## config.mk

```make
export PLATFORM = sky130hd
export DESIGN_NAME = window_comparator_with_lag_top_flat
export DESIGN_NICKNAME = d
export VERILOG_FILES = /design/src/rtl/wcl_pkg.sv /design/src/rtl/wcl_ifs.sv /design/src/rtl/wcl_channel.sv /design/src/rtl/window_comparator_with_lag_top.sv /design/src/flat_wrapper.sv
export SDC_FILE = /design/constraint.sdc
export NUM_CORES = 2
export LEC_CHECK = 0
export BUFFER_PORTS_ARGS = -buffer_cell sky130_fd_sc_hd__buf_2
export CAP_MARGIN = 25
export CORE_ASPECT_RATIO = 0.5
export CORE_MARGIN = 3
export CORE_UTILIZATION = 35
export CTS_CLUSTER_SIZE = 14
export DETAILED_ROUTE_END_ITERATION = 10
export PLACE_DENSITY = 0.51
export SLEW_MARGIN = 30
export SYNTH_ARGS = -nofsm -noshare
export SYNTH_HDL_FRONTEND = slang
export SYNTH_SLANG_ARGS = --single-unit
```

## constraint.sdc

```tcl
create_clock -name clock -period 13.5 [get_ports clock]
set_input_delay 0.675 -clock clock [delete_from_list [all_inputs] [get_ports clock]]
set_output_delay 0.675 -clock clock [all_outputs]
set_load 0.05 [all_outputs]
```

## src/rtl/wcl_pkg.sv

```systemverilog
`timescale 1ns / 1ps

package wcl_pkg;

   localparam int unsigned LAG_COUNT_BITS_DEF = 18;

   // configuration port
   localparam int unsigned CSR_INDEX_W = 3;
   localparam int unsigned CSR_DATA_W  = 18;

   typedef enum logic [CSR_INDEX_W-1:0] {
      REG_A_OFFSET       = 3'd0,
      REG_B_OFFSET       = 3'd1,
      REG_WINDOW_AMOUNT  = 3'd2,
      REG_LAG_AMOUNT     = 3'd3,
      REG_BIPOLAR_OUTPUT = 3'd4,
      REG_SAMPLE_RATE    = 3'd5
   } reg_index_type;

   localparam logic signed [11:0] A_OFFSET_RST      = 12'sd0;
   localparam logic signed [11:0] B_OFFSET_RST      = 12'sd0;
   localparam logic [10:0]        WINDOW_AMOUNT_RST = 11'd512;
   localparam logic [10:0]        LAG_AMOUNT_RST    = 11'd102;
   localparam logic [17:0]        SAMPLE_RATE_RST   = 18'd44100;

   // datapath widths
   localparam int unsigned MUL_W  = 26;
   localparam int unsigned PROD_W = 2 * MUL_W;
   localparam int unsigned UNIT_W = 27;
   localparam int unsigned LEVEL_W = 15;

   // voltages are in mV/1024 units inside the block
   localparam logic signed [UNIT_W-1:0] CLAMP_UNITS = 27'sd12288000;
   localparam logic signed [15:0]       FULL_SCALE_SIGNED = 16'sd10000;
   localparam logic [13:0]              FULL_SCALE_MV = 14'd10000;
   localparam logic signed [MUL_W-1:0]  KNOB_SCALE = 26'sd10000;

   // lag = floor(p^2 * rate / (2^28 * 390625)), quotient fits 21 bits
   localparam int unsigned QUO_W = 21;
   localparam int unsigned REM_W = 19;
   localparam logic [REM_W:0] DIVISOR = 20'd390625;

   // dividend after the 2^28 drop, and the scaled reciprocal of the divisor;
   // the estimate from the top 25 dividend bits is at most one below the quotient
   localparam int unsigned NUM_W       = 39;
   localparam int unsigned NUM_DROP    = 14;
   localparam int unsigned RECIP_SHIFT = 29;
   localparam logic [24:0] RECIP =
      25'((64'd1 << (NUM_DROP + RECIP_SHIFT)) / 64'(DIVISOR));

   localparam logic signed [LEVEL_W-1:0] LEVEL_UNI_HI = 15'sd10000;
   localparam logic signed [LEVEL_W-1:0] LEVEL_UNI_LO = 15'sd0;
   localparam logic signed [LEVEL_W-1:0] LEVEL_BI_HI  = 15'sd5000;
   localparam logic signed [LEVEL_W-1:0] LEVEL_BI_LO  = -15'sd5000;

   typedef enum logic [3:0] {
      MODE_LOW      = 4'b0001,
      MODE_HIGH     = 4'b0010,
      MODE_LAG_HIGH = 4'b0100,
      MODE_LAG_LOW  = 4'b1000
   } mode_type;

   typedef struct packed {
      logic step;
      logic cond;
   } chan_ctl_type;

endpackage

```

## src/rtl/wcl_ifs.sv

```systemverilog
`timescale 1ns / 1ps

interface wcl_req_if;
   logic               valid;
   logic               ready;
   logic signed [15:0] a_cv;
   logic               a_connected;
   logic signed [15:0] b_cv;
   logic               b_connected;
   logic signed [15:0] window_cv;
   logic               window_connected;
   logic signed [15:0] lag_cv;
   logic               lag_connected;

   modport source (
      output valid, a_cv, a_connected, b_cv, b_connected,
      output window_cv, window_connected, lag_cv, lag_connected,
      input  ready
   );
   modport sink (
      input  valid, a_cv, a_connected, b_cv, b_connected,
      input  window_cv, window_connected, lag_cv, lag_connected,
      output ready
   );
endinterface

interface wcl_rsp_if;
   logic               valid;
   logic               ready;
   logic signed [14:0] greater_level;
   logic signed [14:0] less_level;
   logic signed [14:0] equal_level;
   logic signed [14:0] not_equal_level;

   modport source (
      output valid, greater_level, less_level, equal_level, not_equal_level,
      input  ready
   );
   modport sink (
      input  valid, greater_level, less_level, equal_level, not_equal_level,
      output ready
   );
endinterface

interface wcl_csr_if;
   logic        valid;
   logic        ready;
   logic [2:0]  index;
   logic [17:0] data;

   modport source (output valid, index, data, input ready);
   modport sink (input valid, index, data, output ready);
endinterface

```

## src/rtl/wcl_channel.sv

```systemverilog
`timescale 1ns / 1ps

module wcl_channel #(
   parameter int unsigned LAG_COUNT_BITS = wcl_pkg::LAG_COUNT_BITS_DEF
) (
   input  logic                      clock,
   input  logic                      reset,
   input  wcl_pkg::chan_ctl_type     ctl,
   input  logic [LAG_COUNT_BITS-1:0] lag,
   output logic                      true_next
);
   import wcl_pkg::*;

   mode_type                  mode_ff, mode_in;
   logic [LAG_COUNT_BITS-1:0] count_ff, count_in;
   logic [LAG_COUNT_BITS-1:0] count_dec;
   logic                      lag_zero;

   assign count_dec = count_ff - LAG_COUNT_BITS'(1);
   assign lag_zero  = (lag == '0);

   always_comb begin
      mode_in  = mode_ff;
      count_in = count_ff;
      if (ctl.step) begin
         unique case (mode_ff)
            MODE_LOW: begin
               if (ctl.cond) begin
                  mode_in  = lag_zero ? MODE_HIGH : MODE_LAG_HIGH;
                  count_in = lag_zero ? count_ff : lag;
               end
            end
            MODE_HIGH: begin
               if (!ctl.cond) begin
                  mode_in  = lag_zero ? MODE_LOW : MODE_LAG_LOW;
                  count_in = lag_zero ? count_ff : lag;
               end
            end
            MODE_LAG_LOW: begin
               if (!ctl.cond) begin
                  count_in = count_dec;
                  if (count_dec == '0) mode_in = MODE_LOW;
               end else begin
                  mode_in = MODE_HIGH;
               end
            end
            MODE_LAG_HIGH: begin
               if (ctl.cond) begin
                  count_in = count_dec;
                  if (count_dec == '0) mode_in = MODE_HIGH;
               end else begin
                  mode_in = MODE_LOW;
               end
            end
            default: mode_in = MODE_LOW;
         endcase
      end
   end

   // the gate reads true while high or while a fall is still pending
   assign true_next = (mode_in == MODE_HIGH) || (mode_in == MODE_LAG_LOW);

   always_ff @(posedge clock) begin
      if (reset) begin
         mode_ff  <= MODE_LOW;
         count_ff <= '0;
      end else begin
         mode_ff  <= mode_in;
         count_ff <= count_in;
      end
   end

endmodule

```

## src/rtl/window_comparator_with_lag_top.sv

```systemverilog
`timescale 1ns / 1ps

// Window comparator with lag. Each accepted word carries the A, B, window and
// lag CVs; the block answers with one word of four gate levels in mV
// (greater/less from A >= B, equal/not-equal from |A - B| <= window), each
// gate changing only after its new condition has held for the lag in
// samples. The block works on one word at a time: a new word is accepted
// only once the previous one has finished. A single 26x26 multiplier is
// stepped through seven products (knob scaling, window, lag knob times CV,
// its square and the two halves of the square times the sample rate), a
// sum step adds the two halves, and the division by 390625 that turns that
// product into the lag count follows as a multiply by a scaled reciprocal,
// a multiply back and a one-step correction, then an update step updates
// the gates. The input is ready again once the result is in the output
// register; if that register is still full, the block holds the finished
// word until it is taken. Configuration writes are taken at any time and
// must be done while the block is idle.
module window_comparator_with_lag_top #(
   parameter int unsigned LAG_COUNT_BITS = wcl_pkg::LAG_COUNT_BITS_DEF
) (
   input logic clock,
   input logic reset,
   wcl_req_if.sink   req_chan,
   wcl_rsp_if.source rsp_chan,
   wcl_csr_if.sink   csr_chan
);
   import wcl_pkg::*;

   typedef enum logic [12:0] {
      ST_IDLE   = 13'b0000000000001,
      ST_AMUL   = 13'b0000000000010,
      ST_BMUL   = 13'b0000000000100,
      ST_WMUL   = 13'b0000000001000,
      ST_PMUL   = 13'b0000000010000,
      ST_SQMUL  = 13'b0000000100000,
      ST_LOMUL  = 13'b0000001000000,
      ST_HIMUL  = 13'b0000010000000,
      ST_SUM    = 13'b0000100000000,
      ST_QMUL   = 13'b0001000000000,
      ST_BACK   = 13'b0010000000000,
      ST_FIX    = 13'b0100000000000,
      ST_UPDATE = 13'b1000000000000
   } step_type;

   // configuration
   logic signed [11:0] a_offset_ff, b_offset_ff;
   logic [10:0]        window_amount_ff, lag_amount_ff;
   logic               bipolar_ff;
   logic [17:0]        sample_rate_ff;

   // captured word
   logic signed [15:0] a_cv_ff, b_cv_ff, window_cv_ff, lag_cv_ff;
   logic               a_conn_ff, b_conn_ff, window_conn_ff, lag_conn_ff;

   step_type                 step_ff, step_in;
   logic                     accept;
   logic                     commit;

   // shared multiplier
   logic signed [MUL_W-1:0]  op_a, op_b;
   logic signed [PROD_W-1:0] prod_in, prod_ff;

   // shared level adder and clamp
   logic signed [15:0]       lvl_cv;
   logic                     lvl_conn;
   logic signed [UNIT_W-1:0] lvl_knob, lvl_sum, lvl_out;

   logic signed [UNIT_W-1:0] a_ff, b_ff;
   logic [24:0]              win_ff;
   logic [24:0]              sq_hi_ff;
   logic [42:0]              acc_ff;
   logic [66:0]              big_sum;
   logic [13:0]              w_scale, l_scale;

   logic                     th_ff;
   logic [UNIT_W-2:0]        absdiff_ff;
   logic signed [UNIT_W-1:0] diff_ab, diff_ba;

   // division by the constant
   logic [NUM_W-1:0]         num_ff;
   logic [NUM_W-1:0]         fix_rem;
   logic [QUO_W-1:0]         quo_ff, quo_in;

   logic [LAG_COUNT_BITS-1:0] lag;
   logic                      wn_cond;
   logic                      th_true, wn_true;
   chan_ctl_type              th_ctl, wn_ctl;

   logic                      rsp_valid_ff, rsp_valid_in;
   logic signed [LEVEL_W-1:0] greater_ff, less_ff, equal_ff, not_equal_ff;
   logic signed [LEVEL_W-1:0] hi_v, lo_v;

   function automatic logic [13:0] clamp_scale(input logic signed [15:0] v);
      logic [13:0] r;
      if (v[15]) r = '0;
      else if (v > FULL_SCALE_SIGNED) r = FULL_SCALE_MV;
      else r = v[13:0];
      return r;
   endfunction

   assign accept         = req_chan.valid && req_chan.ready;
   assign req_chan.ready = (step_ff == ST_IDLE);
   assign csr_chan.ready = 1'b1;
   assign commit         = (step_ff == ST_UPDATE) && (!rsp_valid_ff || rsp_chan.ready);

   // sequencer
   always_comb begin
      step_in = step_ff;
      unique case (step_ff)
         ST_IDLE:   if (accept) step_in = ST_AMUL;
         ST_AMUL:   step_in = ST_BMUL;
         ST_BMUL:   step_in = ST_WMUL;
         ST_WMUL:   step_in = ST_PMUL;
         ST_PMUL:   step_in = ST_SQMUL;
         ST_SQMUL:  step_in = ST_LOMUL;
         ST_LOMUL:  step_in = ST_HIMUL;
         ST_HIMUL:  step_in = ST_SUM;
         ST_SUM:    step_in = ST_QMUL;
         ST_QMUL:   step_in = ST_BACK;
         ST_BACK:   step_in = ST_FIX;
         ST_FIX:    step_in = ST_UPDATE;
         ST_UPDATE: if (commit) step_in = ST_IDLE;
         default:   step_in = ST_IDLE;
      endcase
   end

   assign w_scale = window_conn_ff ? clamp_scale(window_cv_ff) : FULL_SCALE_MV;
   assign l_scale = lag_conn_ff ? clamp_scale(lag_cv_ff) : FULL_SCALE_MV;

   // operand select for the multiplier
   always_comb begin
      op_a = '0;
      op_b = '0;
      unique case (step_ff)
         ST_AMUL: begin
            op_a = {{(MUL_W - 12){a_offset_ff[11]}}, a_offset_ff};
            op_b = KNOB_SCALE;
         end
         ST_BMUL: begin
            op_a = {{(MUL_W - 12){b_offset_ff[11]}}, b_offset_ff};
            op_b = KNOB_SCALE;
         end
         ST_WMUL: begin
            op_a = {15'd0, window_amount_ff};
            op_b = {12'd0, w_scale};
         end
         ST_PMUL: begin
            op_a = {15'd0, lag_amount_ff};
            op_b = {12'd0, l_scale};
         end
         ST_SQMUL: begin
            op_a = {1'b0, prod_ff[24:0]};
            op_b = {1'b0, prod_ff[24:0]};
         end
         ST_LOMUL: begin
            op_a = {1'b0, prod_ff[24:0]};
            op_b = {8'd0, sample_rate_ff};
         end
         ST_HIMUL: begin
            op_a = {1'b0, sq_hi_ff};
            op_b = {8'd0, sample_rate_ff};
         end
         ST_QMUL: begin
            op_a = {1'b0, num_ff[NUM_W-1:NUM_DROP]};
            op_b = {1'b0, RECIP};
         end
         ST_BACK: begin
            op_a = {5'd0, prod_ff[RECIP_SHIFT+QUO_W-1:RECIP_SHIFT]};
            op_b = {6'd0, DIVISOR};
         end
         default: begin
            op_a = '0;
            op_b = '0;
         end
      endcase
   end

   assign prod_in = op_a * op_b;

   // knob product plus CV, clamped to +-12 V when the CV is patched
   assign lvl_cv   = (step_ff == ST_BMUL) ? a_cv_ff : b_cv_ff;
   assign lvl_conn = (step_ff == ST_BMUL) ? a_conn_ff : b_conn_ff;
   assign lvl_knob = {prod_ff[MUL_W-1], prod_ff[MUL_W-1:0]};
   assign lvl_sum  = lvl_knob + {lvl_cv[15], lvl_cv, 10'd0};

   always_comb begin
      if (!lvl_conn) lvl_out = lvl_knob;
      else if (lvl_sum > CLAMP_UNITS) lvl_out = CLAMP_UNITS;
      else if (lvl_sum < -CLAMP_UNITS) lvl_out = -CLAMP_UNITS;
      else lvl_out = lvl_sum;
   end

   // full square times rate, the low 28 bits drop out of the quotient
   assign big_sum = {prod_ff[41:0], 25'd0} + {24'd0, acc_ff};
   assign diff_ab = a_ff - b_ff;
   assign diff_ba = b_ff - a_ff;

   // reciprocal estimate, then one compare and subtract settles the quotient
   assign fix_rem = num_ff - prod_ff[NUM_W-1:0];

   always_comb begin
      quo_in = quo_ff;
      if (step_ff == ST_BACK) begin
         quo_in = prod_ff[RECIP_SHIFT+QUO_W-1:RECIP_SHIFT];
      end else if ((step_ff == ST_FIX) && (fix_rem >= NUM_W'(DIVISOR))) begin
         quo_in = quo_ff + QUO_W'(1);
      end
   end

   generate
      if (LAG_COUNT_BITS >= QUO_W) begin : g_lag_wide
         assign lag = LAG_COUNT_BITS'(quo_ff);
      end else begin : g_lag_sat
         assign lag = (|quo_ff[QUO_W-1:LAG_COUNT_BITS]) ? '1 : quo_ff[LAG_COUNT_BITS-1:0];
      end
   endgenerate

   assign wn_cond     = (absdiff_ff <= {1'b0, win_ff});
   assign th_ctl.step = commit;
   assign th_ctl.cond = th_ff;
   assign wn_ctl.step = commit;
   assign wn_ctl.cond = wn_cond;

   wcl_channel #(
      .LAG_COUNT_BITS(LAG_COUNT_BITS)
   ) u_threshold (
      .clock    (clock),
      .reset    (reset),
      .ctl      (th_ctl),
      .lag      (lag),
      .true_next(th_true)
   );

   wcl_channel #(
      .LAG_COUNT_BITS(LAG_COUNT_BITS)
   ) u_window (
      .clock    (clock),
      .reset    (reset),
      .ctl      (wn_ctl),
      .lag      (lag),
      .true_next(wn_true)
   );

   assign hi_v = bipolar_ff ? LEVEL_BI_HI : LEVEL_UNI_HI;
   assign lo_v = bipolar_ff ? LEVEL_BI_LO : LEVEL_UNI_LO;

   always_comb begin
      rsp_valid_in = rsp_valid_ff;
      if (rsp_chan.ready) rsp_valid_in = 1'b0;
      if (commit) rsp_valid_in = 1'b1;
   end

   // control and configuration
   always_ff @(posedge clock) begin
      if (reset) begin
         step_ff          <= ST_IDLE;
         rsp_valid_ff     <= 1'b0;
         a_offset_ff      <= A_OFFSET_RST;
         b_offset_ff      <= B_OFFSET_RST;
         window_amount_ff <= WINDOW_AMOUNT_RST;
         lag_amount_ff    <= LAG_AMOUNT_RST;
         bipolar_ff       <= 1'b0;
         sample_rate_ff   <= SAMPLE_RATE_RST;
      end else begin
         step_ff      <= step_in;
         rsp_valid_ff <= rsp_valid_in;
         if (csr_chan.valid) begin
            unique case (csr_chan.index)
               REG_A_OFFSET:       a_offset_ff      <= csr_chan.data[11:0];
               REG_B_OFFSET:       b_offset_ff      <= csr_chan.data[11:0];
               REG_WINDOW_AMOUNT:  window_amount_ff <= csr_chan.data[10:0];
               REG_LAG_AMOUNT:     lag_amount_ff    <= csr_chan.data[10:0];
               REG_BIPOLAR_OUTPUT: bipolar_ff       <= csr_chan.data[0];
               REG_SAMPLE_RATE:    sample_rate_ff   <= csr_chan.data;
               default: ;
            endcase
         end
      end
   end

   // datapath
   always_ff @(posedge clock) begin
      prod_ff <= prod_in;
      quo_ff  <= quo_in;
      if (accept) begin
         a_cv_ff        <= req_chan.a_cv;
         a_conn_ff      <= req_chan.a_connected;
         b_cv_ff        <= req_chan.b_cv;
         b_conn_ff      <= req_chan.b_connected;
         window_cv_ff   <= req_chan.window_cv;
         window_conn_ff <= req_chan.window_connected;
         lag_cv_ff      <= req_chan.lag_cv;
         lag_conn_ff    <= req_chan.lag_connected;
      end
      if (step_ff == ST_BMUL) a_ff <= lvl_out;
      if (step_ff == ST_WMUL) b_ff <= lvl_out;
      if (step_ff == ST_PMUL) win_ff <= prod_ff[24:0];
      if (step_ff == ST_LOMUL) sq_hi_ff <= prod_ff[49:25];
      if (step_ff == ST_HIMUL) acc_ff <= prod_ff[42:0];
      if (step_ff == ST_SUM) begin
         num_ff     <= big_sum[66:28];
         th_ff      <= (a_ff >= b_ff);
         absdiff_ff <= (a_ff >= b_ff) ? diff_ab[UNIT_W-2:0] : diff_ba[UNIT_W-2:0];
      end
      if (commit) begin
         greater_ff   <= th_true ? hi_v : lo_v;
         less_ff      <= th_true ? lo_v : hi_v;
         equal_ff     <= wn_true ? hi_v : lo_v;
         not_equal_ff <= wn_true ? lo_v : hi_v;
      end
   end

   assign rsp_chan.valid           = rsp_valid_ff;
   assign rsp_chan.greater_level   = greater_ff;
   assign rsp_chan.less_level      = less_ff;
   assign rsp_chan.equal_level     = equal_ff;
   assign rsp_chan.not_equal_level = not_equal_ff;

   a_busy_after_accept: assert property (@(posedge clock) disable iff (reset)
      accept |=> !req_chan.ready)
      else $error("input ready right after accepting a word");

   a_fix_in_range: assert property (@(posedge clock) disable iff (reset)
      (step_ff == ST_FIX) |-> (fix_rem < NUM_W'({DIVISOR, 1'b0})))
      else $error("reciprocal estimate off by more than one");

   a_result_from_update: assert property (@(posedge clock) disable iff (reset)
      $rose(rsp_valid_ff) |-> $past(step_ff == ST_UPDATE))
      else $error("result raised outside the update step");

   a_hold_when_full: assert property (@(posedge clock) disable iff (reset)
      (step_ff == ST_UPDATE) && rsp_valid_ff && !rsp_chan.ready |=> (step_ff == ST_UPDATE))
      else $error("finished word dropped while output was full");

endmodule

```

## src/flat_wrapper.sv

```systemverilog
// flat-port wrapper written by rule: the top's interface ports become plain ports
module window_comparator_with_lag_top_flat import wcl_pkg::*;
#(
   parameter int unsigned LAG_COUNT_BITS = wcl_pkg::LAG_COUNT_BITS_DEF
)
  (clock, reset, req_chan_valid, req_chan_a_cv, req_chan_a_connected, req_chan_b_cv, req_chan_b_connected, req_chan_window_cv, req_chan_window_connected, req_chan_lag_cv, req_chan_lag_connected, req_chan_ready, rsp_chan_valid, rsp_chan_greater_level, rsp_chan_less_level, rsp_chan_equal_level, rsp_chan_not_equal_level, rsp_chan_ready, csr_chan_valid, csr_chan_index, csr_chan_data, csr_chan_ready);
  wcl_req_if req_chan_i ();
  wcl_rsp_if rsp_chan_i ();
  wcl_csr_if csr_chan_i ();
  input logic clock;
  input logic reset;
  input wire logic [$bits(req_chan_i.valid)-1:0] req_chan_valid;
  input wire logic [$bits(req_chan_i.a_cv)-1:0] req_chan_a_cv;
  input wire logic [$bits(req_chan_i.a_connected)-1:0] req_chan_a_connected;
  input wire logic [$bits(req_chan_i.b_cv)-1:0] req_chan_b_cv;
  input wire logic [$bits(req_chan_i.b_connected)-1:0] req_chan_b_connected;
  input wire logic [$bits(req_chan_i.window_cv)-1:0] req_chan_window_cv;
  input wire logic [$bits(req_chan_i.window_connected)-1:0] req_chan_window_connected;
  input wire logic [$bits(req_chan_i.lag_cv)-1:0] req_chan_lag_cv;
  input wire logic [$bits(req_chan_i.lag_connected)-1:0] req_chan_lag_connected;
  output wire logic [$bits(req_chan_i.ready)-1:0] req_chan_ready;
  output wire logic [$bits(rsp_chan_i.valid)-1:0] rsp_chan_valid;
  output wire logic [$bits(rsp_chan_i.greater_level)-1:0] rsp_chan_greater_level;
  output wire logic [$bits(rsp_chan_i.less_level)-1:0] rsp_chan_less_level;
  output wire logic [$bits(rsp_chan_i.equal_level)-1:0] rsp_chan_equal_level;
  output wire logic [$bits(rsp_chan_i.not_equal_level)-1:0] rsp_chan_not_equal_level;
  input wire logic [$bits(rsp_chan_i.ready)-1:0] rsp_chan_ready;
  input wire logic [$bits(csr_chan_i.valid)-1:0] csr_chan_valid;
  input wire logic [$bits(csr_chan_i.index)-1:0] csr_chan_index;
  input wire logic [$bits(csr_chan_i.data)-1:0] csr_chan_data;
  output wire logic [$bits(csr_chan_i.ready)-1:0] csr_chan_ready;
  assign req_chan_i.valid = req_chan_valid;
  assign req_chan_i.a_cv = req_chan_a_cv;
  assign req_chan_i.a_connected = req_chan_a_connected;
  assign req_chan_i.b_cv = req_chan_b_cv;
  assign req_chan_i.b_connected = req_chan_b_connected;
  assign req_chan_i.window_cv = req_chan_window_cv;
  assign req_chan_i.window_connected = req_chan_window_connected;
  assign req_chan_i.lag_cv = req_chan_lag_cv;
  assign req_chan_i.lag_connected = req_chan_lag_connected;
  assign req_chan_ready = req_chan_i.ready;
  assign rsp_chan_valid = rsp_chan_i.valid;
  assign rsp_chan_greater_level = rsp_chan_i.greater_level;
  assign rsp_chan_less_level = rsp_chan_i.less_level;
  assign rsp_chan_equal_level = rsp_chan_i.equal_level;
  assign rsp_chan_not_equal_level = rsp_chan_i.not_equal_level;
  assign rsp_chan_i.ready = rsp_chan_ready;
  assign csr_chan_i.valid = csr_chan_valid;
  assign csr_chan_i.index = csr_chan_index;
  assign csr_chan_i.data = csr_chan_data;
  assign csr_chan_ready = csr_chan_i.ready;
  window_comparator_with_lag_top #(.LAG_COUNT_BITS(LAG_COUNT_BITS)) u_core (.clock(clock), .reset(reset), .req_chan(req_chan_i), .rsp_chan(rsp_chan_i), .csr_chan(csr_chan_i));
endmodule
```

# After elaboration in Yosys (flattened, before gate mapping)
# Cells that the tools add are included.
dict set report classes {
  muxes 58
  n_lt_le_gt_ge 7
  mul 1
  n_reduce_logical 28
  n_eq_ne 40
  addsub 8
}
# operator count
set ops {}
lappend ops {{26-bit one-hot mux with 8 select lines} 1}
lappend ops {{18-bit 2-to-1 mux} 11}
lappend ops {{25-bit one-hot mux with 7 select lines} 1}
lappend ops {{13-bit one-hot mux with 13 select lines} 1}
lappend ops {{18-bit one-hot mux with 4 select lines} 2}
lappend ops {{14-bit 2-to-1 mux} 7}
lappend ops {{27-bit 2-to-1 mux} 3}
lappend ops {{15-bit 2-to-1 mux} 5}
lappend ops {{67-bit by 43-bit adder with 67-bit output} 1}
lappend ops {{4-bit 2-to-1 mux} 15}
lappend ops {{18-bit zero test} 3}
lappend ops {{26-bit subtractor} 2}
lappend ops {{26-bit by 26-bit multiplier with 50-bit output} 1}
lappend ops {{21-bit 2-to-1 mux} 2}
lappend ops {{39-bit by 19-bit >= comparator with 1-bit output (second input constant)} 1}
lappend ops {{39-bit subtractor} 1}
lappend ops {{18-bit by 1-bit subtractor with 18-bit output (second input constant)} 2}
lappend ops {{16-bit by 15-bit > comparator with 1-bit output (second input constant)} 2}
lappend ops {{4-bit one-hot mux with 4 select lines} 2}
lappend ops {{26-bit by 26-bit adder with 27-bit output} 1}
lappend ops {{27-bit >= comparator} 1}
lappend ops {{27-bit by 25-bit > comparator with 1-bit output (second input constant)} 1}
lappend ops {{27-bit by 25-bit less-than comparator with 1-bit output (second input constant)} 1}
lappend ops {{26-bit by 25-bit <= comparator with 1-bit output} 1}
lappend ops {{other kinds (38)} 74}
dict set report totals {
  register_bits 535
  elab_cells 176
}

# Logic depth before layout (Yosys ltp)
dict set report depth {
  word_depth 10
  depth_mapped 37
  depth_no_buf 35
}

# Modules after synthesis
# Synthesis repeated with hierarchy kept, for this count alone.
dict set report unflattened {
  hier_cells 5585
  area_unflattened_um2 50768.7
}
# mod area_per_inst_um2 instances cells_per_inst
set modules_own_cells {}
lappend modules_own_cells {window_comparator_with_lag_top 46875.0 1 5041}
lappend modules_own_cells {wcl_channel 1946.9 2 272}

# Worst setup path before layout
# OpenSTA, ideal clock, no wires.
dict set report synth_path {
  kind {register -> register}
  from {register u_core.step_ff[12]}
  to {register u_core.prod_ff[44]}
  t_arrival_ns 9.212
  slack_ns 4.168
  n_path_buf 3
  setup_ns 0.120
  path_stages_with_launch 35
  t_required_ns 13.380
  path_cell_list {dfxtp_1 or3_1 nor3_2 nand3_1 nor3_1 and3b_1 buf_2 clkbuf_1 o21ai_0 o2111ai_1 clkbuf_1 nand2_1 fa_1 inv_1 fa_1 inv_1 fa_1 fa_1 inv_1 fa_1 fa_1 inv_1 fa_1 inv_1 ha_1 and4_1 o211a_1 o211a_1 nor2_1 o21bai_1 a41oi_1 or4_1 a21oi_1 o21ai_0 xnor2_1}
}
dict set report synth_via {
  elab_chain_len 4
  elab_cells_between_ends 15
  cone_classes {1 x mul; 9 x eq/ne; 2 x mux; 3 x reduce/logical}
}
# item line_no
set synth_lines {}
lappend synth_lines {{start: declaration} window_comparator_with_lag_top.sv:55} ;# step_type step_ff, step_in;
lappend synth_lines {{start signal: assignment} window_comparator_with_lag_top.sv:265} ;# step_ff <= step_in;
lappend synth_lines {{13-bit by 6-bit == test with 1-bit output (tied with other cells)} window_comparator_with_lag_top.sv:134} ;# unique case (step_ff)
lappend synth_lines {{2-bit OR reduction (no line)} --}
lappend synth_lines {{26-bit one-hot mux with 8 select lines / 25-bit one-hot mux with 7 select lines (equally long branches)} window_comparator_with_lag_top.sv:134}
lappend synth_lines {{26-bit by 26-bit multiplier with 50-bit output (*)} window_comparator_with_lag_top.sv:178} ;# assign prod_in = op_a * op_b;
lappend synth_lines {{net u_core.prod_in[44]} window_comparator_with_lag_top.sv:61} ;# logic signed [PROD_W-1:0] prod_in, prod_ff;
lappend synth_lines {{end signal: assignment} window_comparator_with_lag_top.sv:283} ;# prod_ff <= prod_in;
lappend synth_lines {{end: declaration} window_comparator_with_lag_top.sv:61}
# The timed path passes the listed nets; every way through them passes the cells marked *.
# A chain may end at the register's enable or synchronous reset.

# Worst setup path after layout
dict set report layout_path {
  from {register u_core.step_ff[12]}
  to {register u_core.prod_ff[43]}
}
# Same word-level chain as after synthesis.

==> impl_metrics.py <==
metrics = {
    "final_layout": {
        "final_nets": 6609,
        "area_delta_synth_final_pct": 9.24,
        "final_area_um2": 54600,
        "drive_gt1_share_pct": 7.22,
        "post-route-util_pct": 38.8,
        "fillerInstances": 14214,
        "final_cells": 7466,
    },
    "place": {
        "routabilityCongestion": 0.924,
        "dp_cells": 7364,
        "place_area_um2": 52700,
        "dp_hpwl_um": 132000,
        "port_buffers": 143,
    },
    "sta": {
        "rsz0062_at_grt": "no",
        "slew_headroom_pct": 27.5,
        "finalHoldViolations": 0,
        "tightest_slew_ns": 1.08,
        "finalSetupViolations": 0,
        "drv_slew": 0,
        "max_clock_freq_mhz": 90.4,
        "period_needed_ns": 11.06,
        "setup_tns_ns": 0,
        "fin_crit_sh_pct": 81.9,
        "clock_skew_ns": 0.0365,
    },
    "global_routing": {
        "top_usage_layer": "met2",
        "antenna_found_initial": 6,
        "grtUsageMet3_pct": 4.47,
        "grt_overflow": 0,
        "grt_max_degree": 69,
        "grt_pass1_wl_um": 251000,
        "grt_use_met1_pct": 30.6,
        "grt.met2_usage_pct": 35.2,
        "grt_pass1_vias": 40104,
        "track_usage_pct": 22.1,
    },
    "logic_synthesis": {
        "synth-adder-area-share_pct": 34.5,
        "synth_ff_type": "edfxtp_1",
        "synth_top_family_by_area": "adder cells",
        "synth_edf_count": 294,
        "yosys_warnings": 0,
        "synth_top_cell_area_share_pct": 26.9,
        "ys_seq_area_share_pct": 24.6,
        "ys_async_sr_fraction_pct": 0,
        "synth_cells": 5483,
        "synthMuxAreaShare_pct": 0.892,
        "synth_compound_area_share_pct": 11.9,
        "synth_xor_area_share_pct": 3.03,
        "ys_top_cells_by_count": "1054 x inv_1, 672 x fa_1, 618 x nand2_1, 501 x nor2_1, 302 x ha_1",
        "synth_top_cell_by_area": "fa_1",
        "synthTopCellsByArea": "fa_1 27%, edfxtp_1 18%, inv_1 7.9%",
        "synth.avg_cell_area_um2": 9.11,
        "ys_seq_elements": 467,
        "yosysMostFrequentCell": "inv_1",
        "ys_types": 96,
        "synthesis.area_um2": 49900,
        "synth-simple-area-share_pct": 14.7,
    },
    "clock_network": {
        "post_cts_resized": 0,
        "cts.sinks": 467,
        "cts_tree": "done",
        "htree_levels": 2,
        "numCtsBuffers": 53,
        "cts-root-buf": "clkbuf_16",
        "post_cts_buffers": 0,
        "cts_hold_buf": 0,
        "clkTransAtPathRegs_ns": 0.06,
        "clock_path_buffers": 3,
        "clk-insertion-delay-late_ns": 0.62,
    },
    "worst_setup_path": {
        "worstPathRequired_ns": 13.99,
        "r2r_start": "u_core.step_ff[12]",
        "crit_path_start_kind": "register",
        "cp_slowest_stage_delay_ns": 0.82,
        "end_kind": "register",
        "critPathMaxFanout": 29,
        "reg2reg_to": "u_core.prod_ff[43]",
        "path_class": "reg -> reg",
        "crit_path_frequent_cell": "fa_1",
        "rrSetupSlack_ns": 2.44,
        "cp.arrival_ns": 11.56,
        "reg2reg_depth": 32,
        "critPathSlowestCell": "nor3b_2",
    },
    "detailed_routing": {
        "routedWlPerCell_um": 22.1,
        "post_drt_via_cell_ratio": 5.25,
        "routed-via-count": 39232,
        "drc_errors": 0,
        "drtAntennaViolNets": 0,
        "first_iter_violations": 3179,
        "drt-total-wl_um": 165000,
        "firstDrtPassIters": 8,
    },
    "die": {
        "coreArea_um2": 141000,
        "row_count": 97,
        "initial_core_util_pct": 35.5,
        "ios": 157,
        "dieArea_um2": 148000,
        "dieHeight_um": 273,
        "dieWidth_um": 540,
    },
    "pwr": {
        "p_per_area_nw_per_um2": 135,
        "p_leak_nw": 23.5,
        "finalPower_mw": 7.37,
        "peakVddDrop_mv": 0.493,
    },
    "worst_hold_path": {
        "worstHoldEndpoint": "u_core.window_cv_ff[5]",
        "hold_depth": 1,
        "hp-start": "req_chan_window_cv[5]",
        "min_path_type": "in -> reg",
    },
    "flow_run": {
        "maxCapViolCount": 0,
    },
    "outcome": {
        "outcome": "completed",
    },
}
## critical path, delay by kind of cell (launching register included)
kind,cells,cell delay (ns)
adders and majority gates,8,3.94
and+or+nand+nor,8,3.28
AOI/OAI and AO/OA,10,2.62
buffers and inverters,6,0.79
DFF,1,0.35
## routing by layer
| metal | up-vias | part of all wire [%] | routed length (µm) |
|---|---|---|---|
| met5 | - | 0.012 | 20 |
| met4 | 2 | 3.1 | 5120 |
| met3 | 245 | 7.8 | 12900 |
| met2 | 1343 | 45 | 74300 |
| met1 | 19849 | 44 | 72700 |
| li1 | 17793 | - | - |
## metrics by stage
stage	hold WS (ns)	setup slack [ns]
after floorplan	0.424	4.17
after global placement	0.441	2.82
after CTS	0.193	2.60
after global routing	0.208	1.88
after detailed placement	0.449	2.65
final	0.225	2.44
## worst max-delay path by stage
| stage | from | slack [ns] | end | cells past startpoint |
|---|---|---|---|---|
| finish | u_core.step_ff[12] | 2.44 | u_core.prod_ff[43] | 32 |
| global route | u_core.step_ff[0] | 1.88 | u_core.prod_ff[43] | 32 |
| CTS | u_core.step_ff[12] | 2.60 | u_core.prod_ff[43] | 32 |
| detailed placement | u_core.step_ff[12] | 2.65 | u_core.prod_ff[43] | 32 |
| global placement | u_core.step_ff[12] | 2.82 | u_core.prod_ff[43] | 32 |
| floorplan | u_core.step_ff[12] | 4.17 | u_core.prod_ff[44] | 34 |
## area by class of cell
type / count / area, µm² / area share (%)
sequential: 467 / 12300 / 22.5
inverter: 1056 / 3960 / 7.27
tap: 1881 / 2350 / 4.31
multi-input combinational: 3752 / 32800 / 60.2
timing repair buffer: 211 / 1300 / 2.39
clock inverter: 33 / 373 / 0.683
antenna: 1 / 2.50 / 0.00459
clock buffer: 65 / 1430 / 2.63
## cell usage in the layout (no fill, tap or decap), drive strengths merged, types with 167 or more instances in the layout
| cell type | instances |
|---|---|
| inv | 1060 |
| fa | 672 |
| nand2 | 618 |
| nor2 | 502 |
| ha | 302 |
| edfxtp | 294 |
| a21oi | 250 |
| buf | 211 |
| dfxtp | 173 |
| o21ai | 167 |
## power by group
group / leakage [nW] / switching [mW] / internal (mW)
sequential: 4.16 / 0.135 / 1.67
combinational: 18.5 / 2.45 / 1.61
clock: 0.885 / 0.628 / 0.876
total: 23.5 / 3.22 / 4.15
## cell families after synthesis
group / count (synthesis)
and+or+nand+nor: 1620
buffers and inverters: 1321
adders and majority gates: 974
AOI/OAI and AO/OA: 884
DFF: 467
xor gates and xnor gates: 173
muxes: 42
other: 2
## registers in the layout, summed over array words and instances (netlist names), 12 cells and up
| signal | cells |
|---|---|
| u_core.window_cv_ff | 16 |
| u_core.quo_ff | 21 |
| u_core.lag_cv_ff | 16 |
| u_core.u_window.count_ff | 18 |
| u_core.b_cv_ff | 16 |
| u_core.a_ff | 27 |
| u_core.u_threshold.count_ff | 18 |
| u_core.num_ff | 39 |
| u_core.a_cv_ff | 16 |
| u_core.sq_hi_ff | 25 |
| u_core.a_offset_ff | 12 |
| u_core.b_offset_ff | 12 |
| u_core.prod_ff | 50 |
| u_core.win_ff | 25 |
| u_core.acc_ff | 18 |
| u_core.absdiff_ff | 26 |
| u_core.sample_rate_ff | 18 |
| u_core.b_ff | 27 |
| u_core.step_ff | 13 |
No activity file was read; power rests on OpenSTA's default activity.
